===== src/design/tcw_pkg.sv =====
// Shared types and constants for the text console writer.
`timescale 1ns / 1ps
`default_nettype none

package tcw_pkg;

  // Widths of the words that cross the ports.
  localparam int unsigned CHAR_W  = 8;
  localparam int unsigned MODE_W  = 2;
  localparam int unsigned ROWF_W  = 5;
  localparam int unsigned COLF_W  = 7;
  localparam int unsigned LOC_W   = 16;

  // Item modes.
  localparam logic [MODE_W-1:0] MODE_PUT   = 2'd0;
  localparam logic [MODE_W-1:0] MODE_READ  = 2'd1;
  localparam logic [MODE_W-1:0] MODE_CLEAR = 2'd2;

  // Control characters.
  localparam logic [CHAR_W-1:0] KEY_BACKSPACE = 8'h08;
  localparam logic [CHAR_W-1:0] KEY_CR        = 8'h0D;
  localparam logic [CHAR_W-1:0] KEY_LF        = 8'h0A;

  localparam logic [CHAR_W-1:0] BLANK_CHAR = 8'h00;
  localparam logic [CHAR_W-1:0] RESET_ATTR = 8'h0F;

  // Number of command words the queue between front and back can hold.
  localparam int unsigned QUEUE_DEPTH = 2;

  typedef enum logic [2:0] {
    OP_PRINT,
    OP_BS,
    OP_CR,
    OP_LF,
    OP_READ,
    OP_CLEAR,
    OP_NOP
  } op_e;

  typedef enum logic [2:0] {
    ST_INIT,
    ST_IDLE,
    ST_EXEC,
    ST_RWAIT,
    ST_SCROLL,
    ST_BLANK,
    ST_DONE
  } state_e;

  typedef struct packed {
    op_e               op;
    logic [CHAR_W-1:0] ch;
    logic [ROWF_W-1:0] row;
    logic [COLF_W-1:0] col;
    logic              in_range;
  } cmd_t;

endpackage

`default_nettype wire


===== src/design/tcw_in_if.sv =====
// Input channel of the text console writer.
`timescale 1ns / 1ps
`default_nettype none

interface tcw_in_if import tcw_pkg::*; ();
  logic              valid;
  logic              ready;
  logic [MODE_W-1:0] mode;
  logic [CHAR_W-1:0] char_code;
  logic [ROWF_W-1:0] cell_row;
  logic [COLF_W-1:0] cell_col;

  modport source (output valid, output mode, output char_code, output cell_row,
                  output cell_col, input ready);
  modport sink (input valid, input mode, input char_code, input cell_row,
                input cell_col, output ready);
endinterface

`default_nettype wire


===== src/design/tcw_front.sv =====
// Front end: takes input words and classifies them into commands.
`timescale 1ns / 1ps
`default_nettype none

module tcw_front import tcw_pkg::*; #(
  parameter int unsigned COLUMNS = 80,
  parameter int unsigned ROWS    = 25
) (
  tcw_in_if.sink     in_i,
  input  wire logic  full_i,
  output logic       push_o,
  output cmd_t       cmd_o
);

  localparam int unsigned USABLE_ROWS = ROWS - 1;

  assign in_i.ready = !full_i;
  assign push_o     = in_i.valid && !full_i;

  always_comb begin
    cmd_o.ch       = in_i.char_code;
    cmd_o.row      = in_i.cell_row;
    cmd_o.col      = in_i.cell_col;
    cmd_o.in_range = (in_i.cell_row < USABLE_ROWS) && (in_i.cell_col < COLUMNS);
    unique case (in_i.mode)
      MODE_PUT: begin
        unique case (in_i.char_code)
          KEY_BACKSPACE: cmd_o.op = OP_BS;
          KEY_CR:        cmd_o.op = OP_CR;
          KEY_LF:        cmd_o.op = OP_LF;
          default:       cmd_o.op = OP_PRINT;
        endcase
      end
      MODE_READ:  cmd_o.op = OP_READ;
      MODE_CLEAR: cmd_o.op = OP_CLEAR;
      default:    cmd_o.op = OP_NOP;
    endcase
  end

endmodule

`default_nettype wire


===== src/flat_wrapper.sv =====
// flat-port wrapper written by rule: the top's interface ports become plain ports
module tcw_front_flat import tcw_pkg::*;
#(
  parameter int unsigned COLUMNS = 80,
  parameter int unsigned ROWS    = 25
)
  (full_i, push_o, cmd_o, in_i_valid, in_i_mode, in_i_char_code, in_i_cell_row, in_i_cell_col, in_i_ready);
  tcw_in_if in_i_i ();
  input  wire logic full_i;
  output logic push_o;
  output cmd_t cmd_o;
  input wire logic [$bits(in_i_i.valid)-1:0] in_i_valid;
  input wire logic [$bits(in_i_i.mode)-1:0] in_i_mode;
  input wire logic [$bits(in_i_i.char_code)-1:0] in_i_char_code;
  input wire logic [$bits(in_i_i.cell_row)-1:0] in_i_cell_row;
  input wire logic [$bits(in_i_i.cell_col)-1:0] in_i_cell_col;
  output wire logic [$bits(in_i_i.ready)-1:0] in_i_ready;
  assign in_i_i.valid = in_i_valid;
  assign in_i_i.mode = in_i_mode;
  assign in_i_i.char_code = in_i_char_code;
  assign in_i_i.cell_row = in_i_cell_row;
  assign in_i_i.cell_col = in_i_cell_col;
  assign in_i_ready = in_i_i.ready;
  tcw_front #(.COLUMNS(COLUMNS), .ROWS(ROWS)) u_core (.in_i(in_i_i), .full_i(full_i), .push_o(push_o), .cmd_o(cmd_o));
endmodule

===== config.mk =====
export PLATFORM = sky130hd
export DESIGN_NAME = tcw_front_flat
export DESIGN_NICKNAME = d
export VERILOG_FILES = /design/src/design/tcw_pkg.sv /design/src/design/tcw_in_if.sv /design/src/design/tcw_front.sv /design/src/flat_wrapper.sv
export SDC_FILE = /design/constraint.sdc
export NUM_CORES = 1
export LEC_CHECK = 0
export ABC_AREA = 1
export BUFFER_PORTS_ARGS = -buffer_cell sky130_fd_sc_hd__clkbuf_2
export CAP_MARGIN = 20
export CORE_AREA = 2 2 39 41
export DETAILED_ROUTE_END_ITERATION = 16
export DIE_AREA = 0 0 41 43
export GPL_TIMING_DRIVEN = 0
export PLACE_DENSITY = 0.69
export SETUP_SLACK_MARGIN = 0.05
export SYNTH_ARGS = -nofsm -noshare
export SYNTH_HDL_FRONTEND = slang
export SYNTH_SLANG_ARGS = --single-unit

===== constraint.sdc =====
create_clock -name vclk -period 0.8
set_input_delay 0.08 -clock vclk [all_inputs]
set_output_delay 0.08 -clock vclk [all_outputs]
set_load 0.05 [all_outputs]

==> Yosys cells after proc, flatten, opt, wreduce, memory -nomap -nowiden <==
Cells that the tools add are included.
{ "classes": {"n_mux": 2, "reduce_logical": 4, "magnitude_cmp": 2, "n_eq_ne": 5} }
{ "op_table": {"columns": ["cell", "n"], "rows": [
  ["$eq 8x4->1 const B", 3],
  ["$pmux 3 s3", 1],
  ["$lt 7x7->1 const B", 1],
  ["$pmux 2 s3", 1],
  ["$lt 5x5->1 const B", 1],
  ["$eq 2x1->1 const B", 1],
  ["$eq 2x2->1 const B", 1],
  ["$logic_and 1x1->1", 2],
  ["$logic_not 2->1", 1],
  ["$logic_not 1->1", 1]
]} }
{ "totals": {"output_inout_bits": 26, "register_bits": 0, "wordCells": 13, "in_bits": 24} }

==> Logic depth before layout (Yosys ltp) <==
Gate-level depths: netlist of run 1.
{ "logic_depth": {"word_depth": 3, "ltp_mapped": 6, "mapped_depth_nobuf": 6} }

==> Worst setup path after synthesis of run 1 <==
OpenSTA, ideal clock, no wires.
{ "synth_timing": {"path_type": "input -> output", "startpoint": "input port in_i_mode[0]", "endpoint": "output port cmd_o[21] (netlist bit)", "t_arrival_ns": 1.132, "setup_slack_ns": -0.412, "stages": 4, "required_ns": 0.720, "n_path_buf": 0, "path_cell_list": "inv_1 ha_1 nand4_1 o21ai_1"} }
{ "synth_rtl": {"columns": ["element", "line", "rtl"], "rows": [
  ["from (decl)", "flat_wrapper.sv:13", "input wire logic [$bits(in_i_i.mode)-1:0] in_i_mode;"],
  ["to (decl)", "flat_wrapper.sv:11", "output cmd_t cmd_o;"]
]} }

==> results.toml, run 1 <==
[run_status]
outcome = "complete, but fails checks"
violations = "negative setup slack"

[sta]
rsz0062_at_grt = "true"
worst_pin_slew_ns = 0.2824
setup_tns_ns = -0.2819
timing.fmax_mhz = 1030
fin_crit_sh = 1.214
hold_viol_final = 0
period_minus_slack_ns = 0.9712
maxSlewViolCount = 0
relSlewSlack = 0.8125
fin_ws_ns = -0.1712
finalSetupViolCount = 2
hold_slack_ns = 0.4736

[floorplanning]
die-area_sq_um = 1763
core_sq_um = 1384
std_cell_rows = 14
initial_core_util = 0.2161
die_h_um = 43
die_w_um = 41
num_io_pins = 50

[global_routing]
met2_usage = 0.1750
grt_overflow = 0
antenna_found_initial = 0
grt_busiest_layer = "met2"
grtUsageTotal = 0.08791
grt_max_degree = 5
met1_usage = 0.1013
grt_pass1_wl_mm = 1.166
gr-usage-met3 = 0
grt_pass1_vias = 322

[placement]
dp_cells = 108
gp_congestion = 0.5902
io_buffers = 43
post-place-ws_ns = -0.3871
hpwl_um = 707.6
placed_area_sq_um = 609.3

[synth]
synth.avg_cell_area_sq_um = 6.103
post_synth_num_cell_types = 12
yosys_warnings = 0
syn_nets = 75
syn_area_sq_um = 299.0
synth_common_cells = "buf_4, inv_1, nand2_1, nand3_1, nor2_2"
ys_seq_area_frac = 0
syn_inst = 49
synth_top_area_share = 0.5021
synthTopCellsByArea = "buf_4, inv_1, nand2_1, ha_1, nor2_2"
yosysMostFrequentCell = "buf_4"
yosysTopAreaCell = "buf_4"

[clock_network]
hold_buffers = 0

[worst_setup_path]
worst_setup_path_start_kind = "input port"
critPathArrivalTime_ns = 0.89
cp_max_fo = 3
end_kind = "primary output"
crit_end = "cmd_o[22]"
critPathLaunch = "in_i_mode[1]"
critical_path_required_ns = 0.72
critPathKind = "input port to primary output"

[finish]
finalNonFillerCells = 111
drive_gt1_frac = 0.8316
final_area_sq_um = 714.4
seqCellArea_sq_um = 0
clkbuf_count = 0
fillers = 139
diodes = 0
multi_input_area_sq_um = 183.9
areaGrowthSynthToFinish_pct = 138.9
nNetsFinal = 123
design.seq.count = 0

[detailed_routing]
wl_per_cell_um = 7.108
antenna_left = 0
drt_iter0_drc = 1
drcViolationCount = 0
vias = 419
routed_wl_um = 789
via_per_inst = 3.775
dr.pass1.iters = 2

[pwr]
p_per_area_nw_per_um2 = 856.4
switchingPower_uw = 378.3
switching_share = 0.6183
seqPwrFrac = 0
peakVddDrop_v = 0.0004283
internal-power_uw = 233.5
p_comb_frac = 1.000
pwr-share-clk = 0
p_leak_uw = 0.0004147

[job]
cap_viol_max_count = 0

[worst_hold_path]
hold_class = "input port to primary output"
min-delay-start = "in_i_cell_row[3]"
## critical path, cell delays in order
cell and delay, ns:
clkbuf_16 0.13, inv_12 0.05, ha_4 0.18, or2_4 0.23, nand2_4 0.06, clkbuf_16 0.15
## per-stage QoR
stage	utilization	total power, uW
final	0.5163	611.9
after global routing	0.5163	645.4
after CTS	0.5099	608.9
after detailed placement	0.4403	541.0
after global placement	0.4403	538.4
after floorplan	-	412.0
## how the worst min path moves through the flow
stage               cells past startpoint       end  slack, ns
floorplan                               1  cmd_o[0]       0.25
global placement                        2  cmd_o[2]       0.49
detailed placement                      2  cmd_o[2]       0.49
CTS                                     2  cmd_o[2]       0.49
global route                            3  cmd_o[0]       0.49
finish                                  3  cmd_o[0]       0.47
## routing by layer
| layer | routed length, um | share of wire |
|---|---|---|
| met3 | 52 | 0.066 |
| met1 | 242 | 0.31 |
| met4 | 0 | 0 |
| met5 | 0 | 0 |
| met2 | 494 | 0.63 |
## layout make-up
class,instances,share of cell area
buffer,20,0.2102
timing repair buffer,46,0.4343
multi-input combinational,21,0.2574
inverter,8,0.07005
tap,16,0.02802
## logic make-up after synthesis
group	Yosys count	synth area share
buffers and inverters	28	0.6025
AND/OR/NAND/NOR	16	0.2553
AO/OA/AOI/OAI	3	0.05855
adder cells (fa/ha/maj)	2	0.08367
## cell usage in the layout, fill, tap and decap left out, types with 2 or more instances in the layout
master and n:
ha_4 2, buf_8 3, nand2_1 6, inv_1 6, clkbuf_2 37, buf_4 23
clkbuf_16 2, nor2_2 4, nand3_1 2
## what timing repair did
item | CTS | global route
setup buffers | 3 | 0
resized for setup | 14 | 4
hold endpoints to repair | 0 | 0
endpoints found under the setup margin | 4 | 3
pin swaps | 5 | 0
## power groups by stage
stage	clock, uW	combinational, uW	sequential [uW]
CTS	0	609	0
global route	0	645	0
detailed placement	0	541	0
finish	0	612	0
global placement	0	538	0
floorplan	0	412	0
Power figures use the tool's default switching activity.
==> run 2, diff against run 1 <==
--- a/config.mk
+++ b/config.mk
@@ -5,14 +5,13 @@
 export SDC_FILE = /design/constraint.sdc
 export NUM_CORES = 1
 export LEC_CHECK = 0
-export ABC_AREA = 1
 export BUFFER_PORTS_ARGS = -buffer_cell sky130_fd_sc_hd__clkbuf_2
 export CAP_MARGIN = 20
 export CORE_AREA = 2 2 39 41
 export DETAILED_ROUTE_END_ITERATION = 16
 export DIE_AREA = 0 0 41 43
 export GPL_TIMING_DRIVEN = 0
-export PLACE_DENSITY = 0.69
+export PLACE_DENSITY = 0.66
 export SETUP_SLACK_MARGIN = 0.05
 export SYNTH_ARGS = -nofsm -noshare
 export SYNTH_HDL_FRONTEND = slang
==> results.toml, run 2 <==
[run_status]
outcome = "complete, but fails checks"
violations = "negative setup slack"

[worst_setup_path]
end_kind = "primary output"
critPathArrivalTime_ns = 1.12
critical_path_required_ns = 0.72
worst_setup_path_start_kind = "input port"
critPathKind = "input port to primary output"
cp_max_fo = 2

[global_routing]
grt_max_degree = 4
grt_pass1_wl_um = 979
grt_overflow = 0
grtUsageTotal = 0.07193
antenna_found_initial = 0
grt_pass1_vias = 300

[sta]
relSlewSlack = 0.8147
period_minus_slack_ns = 1.196
hold_viol_final = 0
rsz0062_at_grt = "true"
fin_crit_sh = 1.495
finalSetupViolCount = 3
worst_pin_slew_ns = 0.2791
timing.fmax_mhz = 836.1
hold_slack_ns = 0.4720
fin_ws_ns = -0.3961
maxSlewViolCount = 0

[worst_hold_path]
hold_class = "input port to primary output"

[placement]
gp_congestion = 0.6031
io_buffers = 43
dp_cells = 96
post-place-ws_ns = -0.6053
hpwl_um = 683.1

[finish]
diodes = 0
design.seq.count = 0
clkbuf_count = 0
fillers = 138
seqCellArea_sq_um = 0
multi_input_area_sq_um = 165.2
drive_gt1_frac = 0.9186
mostFrequentLayoutCell = "clkbuf_2"
fin_util = 0.4928
areaGrowthSynthToFinish_pct = 157.1
most-common-layout-cells = "clkbuf_2, buf_4, buf_8, buf_6, o22ai_4"
finalNonFillerCells = 102
nNetsFinal = 114

[synth]
syn_area_sq_um = 265.3
post_synth_num_cell_types = 12
yosys_warnings = 0
synth_common_cells = "buf_4, inv_1, a21oi_1, ha_1, o22ai_1"
yosysTopAreaCell = "buf_4"
ys_seq_area_frac = 0
synth.avg_cell_area_sq_um = 7.169
synth_top_area_share = 0.5660
syn_inst = 37
synthTopCellsByArea = "buf_4, ha_1, inv_1, nor4b_2, o22ai_1"
yosysMostFrequentCell = "buf_4"
syn_nets = 63

[floorplanning]
num_io_pins = 50
die_w_um = 41
core_sq_um = 1384
initial_core_util = 0.1917
std_cell_rows = 14
die-area_sq_um = 1763
die_h_um = 43

[detailed_routing]
routed_wl_um = 778
drt_iter0_drc = 0
wl_per_cell_um = 7.627
drcViolationCount = 0
via_per_inst = 3.824
dr.pass1.iters = 1
antenna_left = 0
vias = 390

[job]
cap_viol_max_count = 0

[pwr]
p_per_area_nw_per_um2 = 887.3
p_leak_uw = 0.0003860
total_power_uw = 605.0
peakVddDrop_v = 0.0003949

[clock_network]
hold_buffers = 0
## run 2: cell count changes after synthesis, moves of 2 or more
cell / before / now
nand2_1: 7 / 1
inv_1: 8 / 4
nand3_1: 3 / 0
nor2_2: 3 / 0
o22ai_1: 0 / 2
## run 2: what timing repair did
action                     4_1_cts  5_1_grt
pin swaps                        4        5
setup endpoints to repair        4        4
gates resized for setup         12       10
setup buffers                    3        3
## run 2: worst max-delay path, stage by stage
cell and delay (ns):
buf_6 0.09, clkinvlp_4 0.07, ha_4 0.13, nor4b_4 0.17, nand3b_1 0.21, o22ai_4 0.19, buf_8 0.17
## run 2: cells by family after synthesis
group / count (synthesis) / synth area share
buffers and inverters: 24 / 0.6226
AND/OR/NAND/NOR: 6 / 0.1698
adder cells (fa/ha/maj): 2 / 0.09432
AO/OA/AOI/OAI: 5 / 0.1132
## run 2: stage by stage
step / cell area, sq um / setup TNS, ns
detailed placement: 558.0 / -1.383
finish: 681.9 / -0.9196
floorplan: 322.8 / -0.6415
CTS: 635.6 / -1.025
global route: 681.9 / -1.066
global placement: 558.0 / -1.385
## run 2: cell type report
cell class,instances,share of cell area
plain buffers,20,0.2202
inverters,4,0.03119
multi-input cells,13,0.2422
well taps,16,0.02936
repair buffers,49,0.4771
## run 2: final timing paths
path,start,endpoint,slack (ns),depth (start not counted)
setup / recovery,in_i_mode[1],cmd_o[21],-0.40,7
hold / removal,in_i_cell_row[3],cmd_o[0],0.47,3
## run 2: per-layer routing
| layer | global-route usage | share of wire |
|---|---|---|
| met5 | 0 | 0 |
| met4 | 0 | 0 |
| met3 | 0 | 0.20 |
| met2 | 0.1625 | 0.54 |
| met1 | 0.06329 | 0.26 |
## run 2: report_power, final
group	total (uW)	internal [uW]	leakage (uW)	switching [uW]
registers	0	0	0	0
clock network	0	0	0	0
logic	605	235	0.000386	370
total	605	235	0.000386	370
