## src/design/tcw_pkg.sv

```systemverilog
// Shared types and constants for the text console writer.
`timescale 1ns / 1ps
`default_nettype none

package tcw_pkg;

  // Widths of the words that cross the ports.
  localparam int unsigned CHAR_W  = 8;
  localparam int unsigned MODE_W  = 2;
  localparam int unsigned ROWF_W  = 5;
  localparam int unsigned COLF_W  = 7;
  localparam int unsigned LOC_W   = 16;

  // Item modes.
  localparam logic [MODE_W-1:0] MODE_PUT   = 2'd0;
  localparam logic [MODE_W-1:0] MODE_READ  = 2'd1;
  localparam logic [MODE_W-1:0] MODE_CLEAR = 2'd2;

  // Control characters.
  localparam logic [CHAR_W-1:0] KEY_BACKSPACE = 8'h08;
  localparam logic [CHAR_W-1:0] KEY_CR        = 8'h0D;
  localparam logic [CHAR_W-1:0] KEY_LF        = 8'h0A;

  localparam logic [CHAR_W-1:0] BLANK_CHAR = 8'h00;
  localparam logic [CHAR_W-1:0] RESET_ATTR = 8'h0F;

  // Number of command words the queue between front and back can hold.
  localparam int unsigned QUEUE_DEPTH = 2;

  typedef enum logic [2:0] {
    OP_PRINT,
    OP_BS,
    OP_CR,
    OP_LF,
    OP_READ,
    OP_CLEAR,
    OP_NOP
  } op_e;

  typedef enum logic [2:0] {
    ST_INIT,
    ST_IDLE,
    ST_EXEC,
    ST_RWAIT,
    ST_SCROLL,
    ST_BLANK,
    ST_DONE
  } state_e;

  typedef struct packed {
    op_e               op;
    logic [CHAR_W-1:0] ch;
    logic [ROWF_W-1:0] row;
    logic [COLF_W-1:0] col;
    logic              in_range;
  } cmd_t;

endpackage

`default_nettype wire

```

## src/design/tcw_cmd_queue.sv

```systemverilog
// Two-entry command queue between the front end and the execution engine.
`timescale 1ns / 1ps
`default_nettype none

module tcw_cmd_queue import tcw_pkg::*; (
  input  wire logic clk_i,
  input  wire logic rst_ni,
  input  wire logic push_i,
  input  wire cmd_t cmd_i,
  input  wire logic pop_i,
  output cmd_t      cmd_o,
  output logic      full_o,
  output logic      empty_o
);

  localparam int unsigned PtrW = $clog2(QUEUE_DEPTH);
  localparam int unsigned CntW = $clog2(QUEUE_DEPTH + 1);

  cmd_t            mem_q [QUEUE_DEPTH];
  logic [PtrW-1:0] wr_ptr_q, wr_ptr_d;
  logic [PtrW-1:0] rd_ptr_q, rd_ptr_d;
  logic [CntW-1:0] count_q, count_d;

  assign full_o  = (count_q == CntW'(QUEUE_DEPTH));
  assign empty_o = (count_q == '0);
  assign cmd_o   = mem_q[rd_ptr_q];

  always_comb begin
    wr_ptr_d = wr_ptr_q;
    rd_ptr_d = rd_ptr_q;
    count_d  = count_q;
    if (push_i) begin
      wr_ptr_d = (wr_ptr_q == PtrW'(QUEUE_DEPTH - 1)) ? '0 : wr_ptr_q + 1'b1;
    end
    if (pop_i) begin
      rd_ptr_d = (rd_ptr_q == PtrW'(QUEUE_DEPTH - 1)) ? '0 : rd_ptr_q + 1'b1;
    end
    if (push_i && !pop_i) begin
      count_d = count_q + 1'b1;
    end else if (pop_i && !push_i) begin
      count_d = count_q - 1'b1;
    end
  end

  always_ff @(posedge clk_i or negedge rst_ni) begin
    if (!rst_ni) begin
      wr_ptr_q <= '0;
      rd_ptr_q <= '0;
      count_q  <= '0;
    end else begin
      wr_ptr_q <= wr_ptr_d;
      rd_ptr_q <= rd_ptr_d;
      count_q  <= count_d;
    end
  end

  always_ff @(posedge clk_i) begin
    if (push_i) begin
      mem_q[wr_ptr_q] <= cmd_i;
    end
  end

endmodule

`default_nettype wire

```

## config.mk

```make
export PLATFORM = sky130hd
export DESIGN_NAME = tcw_cmd_queue
export DESIGN_NICKNAME = d
export VERILOG_FILES = /design/src/design/tcw_pkg.sv /design/src/design/tcw_cmd_queue.sv
export SDC_FILE = /design/constraint.sdc
export NUM_CORES = 1
export LEC_CHECK = 0
export ABC_CLOCK_PERIOD_IN_PS = 3200
export BUFFER_PORTS_ARGS = -buffer_cell sky130_fd_sc_hd__buf_4
export CORE_MARGIN = 1
export CORE_UTILIZATION = 23
export DETAILED_ROUTE_END_ITERATION = 7
export MAX_ROUTING_LAYER = met4
export PLACE_DENSITY_LB_ADDON = 0.1
export SETUP_SLACK_MARGIN = 0.5
export SYNTH_ARGS = -nofsm -noshare
export SYNTH_HDL_FRONTEND = slang
export SYNTH_SLANG_ARGS = --single-unit
```

## constraint.sdc

```tcl
create_clock -name clk_i -period 3.2 [get_ports clk_i]
set_input_delay 0.16 -clock clk_i [delete_from_list [all_inputs] [get_ports clk_i]]
set_output_delay 0.16 -clock clk_i [all_outputs]
set_load 0.02 [all_outputs]
```

# --- Word level (Yosys, flattened, before mapping) ---
# Memory sizes are Yosys's and may differ from the RTL's.
# Index checks and enable logic that the tools add are counted.
word_totals:
  ram_bits: 48
  reg_bits: 4
  out_inout_bits: 26
  n_memories: 1
op_classes:
  n_reduce_logical: 6
  add_sub_neg: 4
  n_eq_ne: 1
  n_mux: 6
memory_table:
  columns: ["memory", "words", "width", "read_ports", "rd_clocked_by_memory_dff", "write_ports", "line_no", "text"]
  rows:
  - ["mem_q", 2, 24, 1, 0, 1, "tcw_cmd_queue.sv:19", "cmd_t mem_q [QUEUE_DEPTH];"]
ops:
  columns: ["operator", "n"]
  rows:
  - ["$mux 1", 4]
  - ["$mux 2", 2]
  - ["$add 1x1->1 const B", 2]
  - ["$add 2x1->2 const B", 1]
  - ["$eq 2x2->1 const B", 1]
  - ["$logic_and 1x1->1", 2]
  - ["$logic_not 1->1", 2]
  - ["$logic_not 2->1", 1]
  - ["$reduce_bool 2->1", 1]
  - ["$sub 2x1->2 const B", 1]

# --- Depth between registers and ports, before layout ---
# Gate-level depths: netlist of run 1.
depth:
  depth_word: 4
  mapped_depth: 5

# --- Worst setup path after synthesis of run 1 ---
# Ideal clock, no wire load.
synth_timing:
  kind: "reg-to-reg"
  from: "reg wr_ptr_q"
  to: "mem mem_q[0][0] (netlist bit) (enable)"
  setup_slack_ns: 1.302
  setup_time_ns: 0.408
  path_buffers: 0
  stages_incl_launch_ff: 2
  arrival_time_ns: 1.490
  path_cell_list: "dfrtp_1 -> nor2b_1"
synth_lines:
  columns: ["item", "line_no", "text"]
  rows:
  - ["start: declaration", "tcw_cmd_queue.sv:20", "logic [PtrW-1:0] wr_ptr_q, wr_ptr_d;"]
  - ["start signal: assignment", "tcw_cmd_queue.sv:51", "wr_ptr_q <= wr_ptr_d;"]
  - ["end: declaration", "tcw_cmd_queue.sv:19", null]
# Straight into the memory's write port.

==> results of run 1 <==
report_power, final:
group / total (mW) / internal [mW] / switching [mW] / leakage (nW)
clock: 0.423 / 0.232 / 0.191 / 0.0552
sequential: 0.985 / 0.907 / 0.0780 / 0.497
combinational: 0.847 / 0.432 / 0.415 / 0.496
worst max-delay path by stage:
stage,cells after the start,start,endpoint
floorplan,1,wr_ptr_q,mem_q[0][0]
global placement,3,rd_ptr_q,cmd_o[2]
detailed placement,3,rd_ptr_q,cmd_o[2]
CTS,3,rd_ptr_q,cmd_o[13]
global route,3,rd_ptr_q,cmd_o[1]
finish,3,rd_ptr_q,cmd_o[2]
layout by cell type (no fill, tap or decap):
| master | netlist | final |
|---|---|---|
| mux2_4 | 19 | 19 |
| nor2_1 | 2 | 2 |
| clkbuf_1 | 0 | 1 |
| clkinv_2 | 0 | 1 |
| mux2_2 | 5 | 5 |
| ha_1 | 1 | 1 |
| xor2_1 | 4 | 4 |
| clkbuf_8 | 0 | 5 |
| edfxtp_1 | 48 | 48 |
| buf_4 | 0 | 56 |
| dfrtp_1 | 4 | 4 |
| inv_1 | 1 | 1 |
| and2_1 | 1 | 1 |
| nor2b_1 | 2 | 1 |
| dlygate4sd3_1 | 0 | 1 |
| nor2b_2 | 0 | 1 |
| bufinv_16 | 0 | 1 |
| xnor2_1 | 1 | 1 |
Yosys cell counts (all sizes together):
master / instances / area (um^2)
edfxtp: 48 / 1440
mux2: 24 / 342
dfrtp: 4 / 100
xor2: 4 / 35.0
buf: 3 / 51.3
nor2: 2 / 7.51
nor2b: 2 / 12.5
and2: 1 / 6.26
ha: 1 / 12.5
inv: 1 / 3.75
xnor2: 1 / 8.76
critical path: stages, from the launching register on:
cell and delay [ns]:
dfrtp_1 0.72, buf_4 0.40, mux2_4 0.33, buf_4 0.16
per-layer routing:
layer / global-route usage / up-vias
li1: - / 465
met1: 0.0869 / 477
met2: 0.144 / 35
met3: 0.0261 / 2
met4: 0.0299 / 0
met5: - / -
final cells by class:
class / count / area [um^2]
Multi-Input combinational cell: 35 / 427
Sequential cell: 52 / 1540
Inverter: 1 / 3.75
Clock inverter: 2 / 35.0
Fill cell: 837 / 5700
Timing Repair Buffer: 57 / 430
Clock buffer: 6 / 72.6
Tap cell: 105 / 131
cell families (layout without fill, tap and decap cells):
logic type | count (synthesis) | count (layout) | synth area share
xor+xnor | 5 | 5 | 0.0217
fa+ha+maj | 1 | 1 | 0.00619
buf+inv | 4 | 66 | 0.0272
flops | 52 | 52 | 0.763
mux | 24 | 24 | 0.169
simple gates | 5 | 5 | 0.0130
through the flow:
stage	hold slack (ns)	power (mW)	setup WS, ns	utilization
floorplan	-0.136	1.60	1.30	-
global placement	-0.0405	1.86	1.44	0.303
detailed placement	-0.0390	1.87	1.41	0.303
CTS	0.0324	2.30	1.07	0.317
global route	0.0222	2.38	0.996	0.317
finish	0.0464	2.25	1.13	0.317
registers in the layout, indices dropped and copies added, names as in the netlist:
signal,flops
rd_ptr_q,1
mem_q,48
count_q,2
wr_ptr_q,1
timing repair:
action	in CTS	in global routing
gates resized for setup	0	0
hold buffers	1	0
hold endpoints to repair	4	0
buffers inserted	0	0
==> metrics.md, run 1 <==
| Metric | Value |
|---|---|
| GR Overflow Total | `0` |
| Final setup violating endpoints | `0` |
| Reg-to-reg endpoint | `rd_ptr_q` |
| Crit. End Element | `output pin` |
| Non-Filler Instances | `roughly 260` |
| Vias in the first global route | `1054` |
| Kind of critical path | `reg2out` |
| Element type at the critical path start | `register` |
| Synth warn | `0` |
| Worst min path class | `in2reg` |
| WP data arrival | `around 1.9 ns` |
| DR pass1 iterations | `3` |
| Unique cell type count in the Yosys netlist | `13` |
| Dpl cell area | `0.00252 mm^2` |
| Met3 wire len | `around 210 um` |
| Post-route cell area | `~0.0026 mm^2` |
| Num Clock Sinks | `52` |
| CTS tree | `done` |
| Clock skew | `between 0.005 and 0.006 ns` |
| Slew Limit Fails | `0` |
| Post-DP HPWL | `around 2200 um` |
| Final Hold Fails | `0` |
| Largest driver fanout on the critical path | `15` |
| Syn avg cell area | `between 20 and 25 um^2` |
| Seq/Total Area, Yosys | `0.763` |
| Syn Inst Count | `91` |
| Ant diodes | `0` |
| Die area | `about 0.0092 mm^2` |
| Num CTS Buffers | `5` |
| Overall routing resource usage | `0.0822` |
| H-tree levels | `2` |
| Worst EP required | `between 3 and 4 ns` |
| Routability-driven placement congestion ratio | `~0.6` |
| Reg2reg setup slack | `roughly 1.8 ns` |
| Max Fclk | `~480 MHz` |
| Setup TNS | `0 ns` |
| # nets final | `around 180` |
| HP Start | `cmd_i[5]` |
| Core area | `between 0.008 and 0.009 mm^2` |
| IO Count | `54` |
| Met1 Wirelength | `between 1000 and 1500 um` |
| Clk pin slew, worst setup/hold paths | `approximately 0.09 ns` |
| Outcome | `complete, no violations` |
| Row cnt | `33` |
| Final wirelength | `approximately 3300 um` |
| FF+latch count, synth | `52` |
| Number of antenna violations at the first check in global routing | `0` |
| Iter 0 DRT Violations | `39` |
| Vias per cell | `around 3.8` |
| Hold Crit Depth | `1` |
| Starting Density | `0.242` |
| Slew @ Worst Pin | `just under 0.6 ns` |
| Max Root-Sink Buffers | `2` |
| Die height | `95.7 um` |
| Slew headroom | `0.613` |
| Max layer used | `met4` |
| Largest net degree at the start of global routing | `25` |
| R2r startpoint | `rd_ptr_q` |
| DR DRC count | `0` |
| DRT antenna net count | `0` |
| Leakage | `1.05 nW` |
| Mapped Area | `around 0.0020 mm^2` |
| Hold path endpoint | `mem_q[1][5]` |
| Max cap viols | `0` |
| Area Overhead vs Synth | `30.7%` |
| DR WL met2 | `around 1700 um` |
| Root Driver | `clkbuf_8` |
| Routed vias | `just under 1000` |
| Die Width | `95.7 um` |
| R2R cell count | `2` |
| Placed Instances | `about 250` |
| Port buffer count | `53` |
| Layout cells sized above 1 | `0.575` |
| VDD IR max | `between 0.3 and 0.4 mV` |
| Unrepaired setup endpoints after global routing | `no` |
| Min cycle time layout | `slightly above 2 ns` |
| Mapped Nets | `120` |
| Wire per inst | `approximately 13 um` |
| Worst skew pair latency | `a little under 0.3 ns` |
| First-pass GRT wire length | `around 5200 um` |
| Period utilization | `0.648` |
| PD cells | `about 850 mW/mm^2` |
No activity file was read; power rests on OpenSTA's default activity.
==> run 2, diff against run 1 <==
Settings changed: ABC_CLOCK_PERIOD_IN_PS 3200 to 1700.
Clock period 3.2 ns to 1.7 ns, I/O delays scaled along.
==> run 2 against run 1 <==
Clock power up 66%. Cell count up 12%. Sequential power up 86%. Worst hold slack better by 0.059 ns. Total power up 96%. Wire length up 9.0%. Clock skew about the same. Largest cell class unchanged. Highest routed layer unchanged.
==> metrics.md, run 2 (same netlist as run 1, synthesis figures left out) <==
| Metric | Value |
|---|---|
| DRT antenna net count | `0` |
| Die Width | `95.7 um` |
| Period utilization | `0.879` |
| Element type at the critical path start | `register` |
| Post-route setup slack | `~0.21 ns` |
| Slew @ Worst Pin | `between 0.2 and 0.25 ns` |
| Largest net degree at the start of global routing | `18` |
| Most frequent cells in the layout | `57 x buf_4, 48 x edfxtp_1, 27 x dlygate4sd3_1` |
| Core area | `0.00834 mm^2` |
| Slew headroom | `0.866` |
| Port buffer count | `53` |
| WP data arrival | `1.41 ns` |
| Iter 0 DRT Violations | `20` |
| Reg2reg setup slack | `around 0.6 ns` |
| Worst min path class | `in2async` |
| Starting Density | `0.242` |
| R2r startpoint | `wr_ptr_q` |
| Worst skew pair latency | `0.30 ns` |
| Pre-CTS setup slack | `between 0.3 and 0.4 ns` |
| Reg-to-reg endpoint | `mem_q[0][14]` |
| Largest driver fanout on the critical path | `10` |
| VDD IR max | `a little under 0.6 mV` |
| Number of antenna violations at the first check in global routing | `0` |
| DR pass1 iterations | `4` |
| Worst EP required | `around 1.6 ns` |
| Outcome | `complete, no violations` |
| Final Hold Fails | `0` |
| Row cnt | `33` |
| Max Root-Sink Buffers | `2` |
| First-pass GRT wire length | `around 5400 um` |
| Fin util | `0.359` |
| Root Driver | `clkbuf_8` |
| Kind of critical path | `reg2out` |
| Final setup violating endpoints | `0` |
| CTS tree | `done` |
| Routed vias | `~1100` |
| Area Overhead vs Synth | `48.2%` |
| Largest regs | `mem_q x48, count_q x2` |
| Worst Setup SP | `rd_ptr_q` |
| Max reg flops | `48` |
| DR DRC count | `0` |
| Vias per cell | `around 3.7` |
| IO Count | `54` |
| Clk pin slew, worst setup/hold paths | `0.09 ns` |
| Die area | `slightly above 0.009 mm^2` |
| Largest Register | `mem_q` |
| H-tree levels | `2` |
| Crit. End Element | `output pin` |
| Post-DP HPWL | `~2400 um` |
| Clock skew | `slightly above 0.005 ns` |
| Unrepaired setup endpoints after global routing | `yes` |
| # nets final | `between 200 and 250` |
| Ant diodes | `0` |
| Num CTS Buffers | `5` |
| Overall routing resource usage | `0.0850` |
| Wire per inst | `around 12 um` |
| Die height | `around 96 um` |
| Commonest non-fill, non-tap cell in the layout | `buf_4` |
| Max Fclk | `around 670 MHz` |
| R2R cell count | `2` |
| Slew Limit Fails | `0` |
| GR Overflow Total | `0` |
| Vias in the first global route | `1121` |
| Min cycle time layout | `1.49 ns` |
| Num Clock Sinks | `52` |
| Setup TNS | `0 ns` |
| Leakage | `between 1 and 1.5 nW` |
| Final wirelength | `3620 um` |
| PD cells | `1470 mW/mm^2` |
| Layout cells sized above 1 | `0.524` |
| Max cap viols | `0` |
| Routability-driven placement congestion ratio | `about 0.60` |
## run 2: final cells by class
| class | instances | area, um^2 |
|---|---|---|
| clock buffers | 5 | 68.8 |
| clock inverters | 3 | 23.8 |
| fillers | 813 | 5350 |
| inverters | 1 | 3.75 |
| multi-input cells | 35 | 434 |
| flip-flops and latches | 52 | 1540 |
| well taps | 105 | 131 |
| repair buffers | 89 | 790 |
## run 2: metal layers
layer  GRT usage  part of all wire  vias to the layer above
li1            -                 -                      529
met4      0.0336            0.0058                        0
met5           -                 0                        -
met3      0.0261             0.067                        3
met1      0.0959              0.44                      510
met2       0.141              0.49                       39
## run 2: stage by stage
stage | instances | total power, mW | hold slack, ns | cell area, um^2
global placement | 251 | 3.56 | -0.114 | 2560
floorplan | 91 | 3.02 | -0.211 | 2030
finish | 290 | 4.42 | 0.106 | 2990
global route | 290 | 4.64 | 0.103 | 2990
CTS | 289 | 4.47 | 0.0955 | 2980
detailed placement | 251 | 3.58 | -0.112 | 2560
## run 2: worst max path at each step
stage                        to  slack [ns]  cells past startpoint
floorplan           mem_q[0][0]        0.50                      1
global placement       cmd_o[0]        0.36                      3
detailed placement     cmd_o[6]        0.31                      3
CTS                    cmd_o[6]        0.19                      3
global route           cmd_o[9]        0.15                      3
finish                 cmd_o[6]        0.21                      3
## run 2: what timing repair did
item | 4_1_cts | 5_1_grt
hold endpoints to repair | 54 | 0
setup buffers | 3 | 1
cloned | 0 | 0
hold buffers | 27 | 0
setup endpoints to repair | 39 | 25
resized for setup | 7 | 2
pin swaps | 1 | 2
## run 2: critical path, stage by stage, from the launching register on
cell     delay, ns
dfrtp_2       0.47
buf_12        0.17
mux2_4        0.30
buf_4         0.16
## run 2: where the power goes
group | switching, mW | internal [mW]
sequential | 0.118 | 1.71
combinational | 0.869 | 1.02
clock | 0.410 | 0.292
total | 1.40 | 3.02
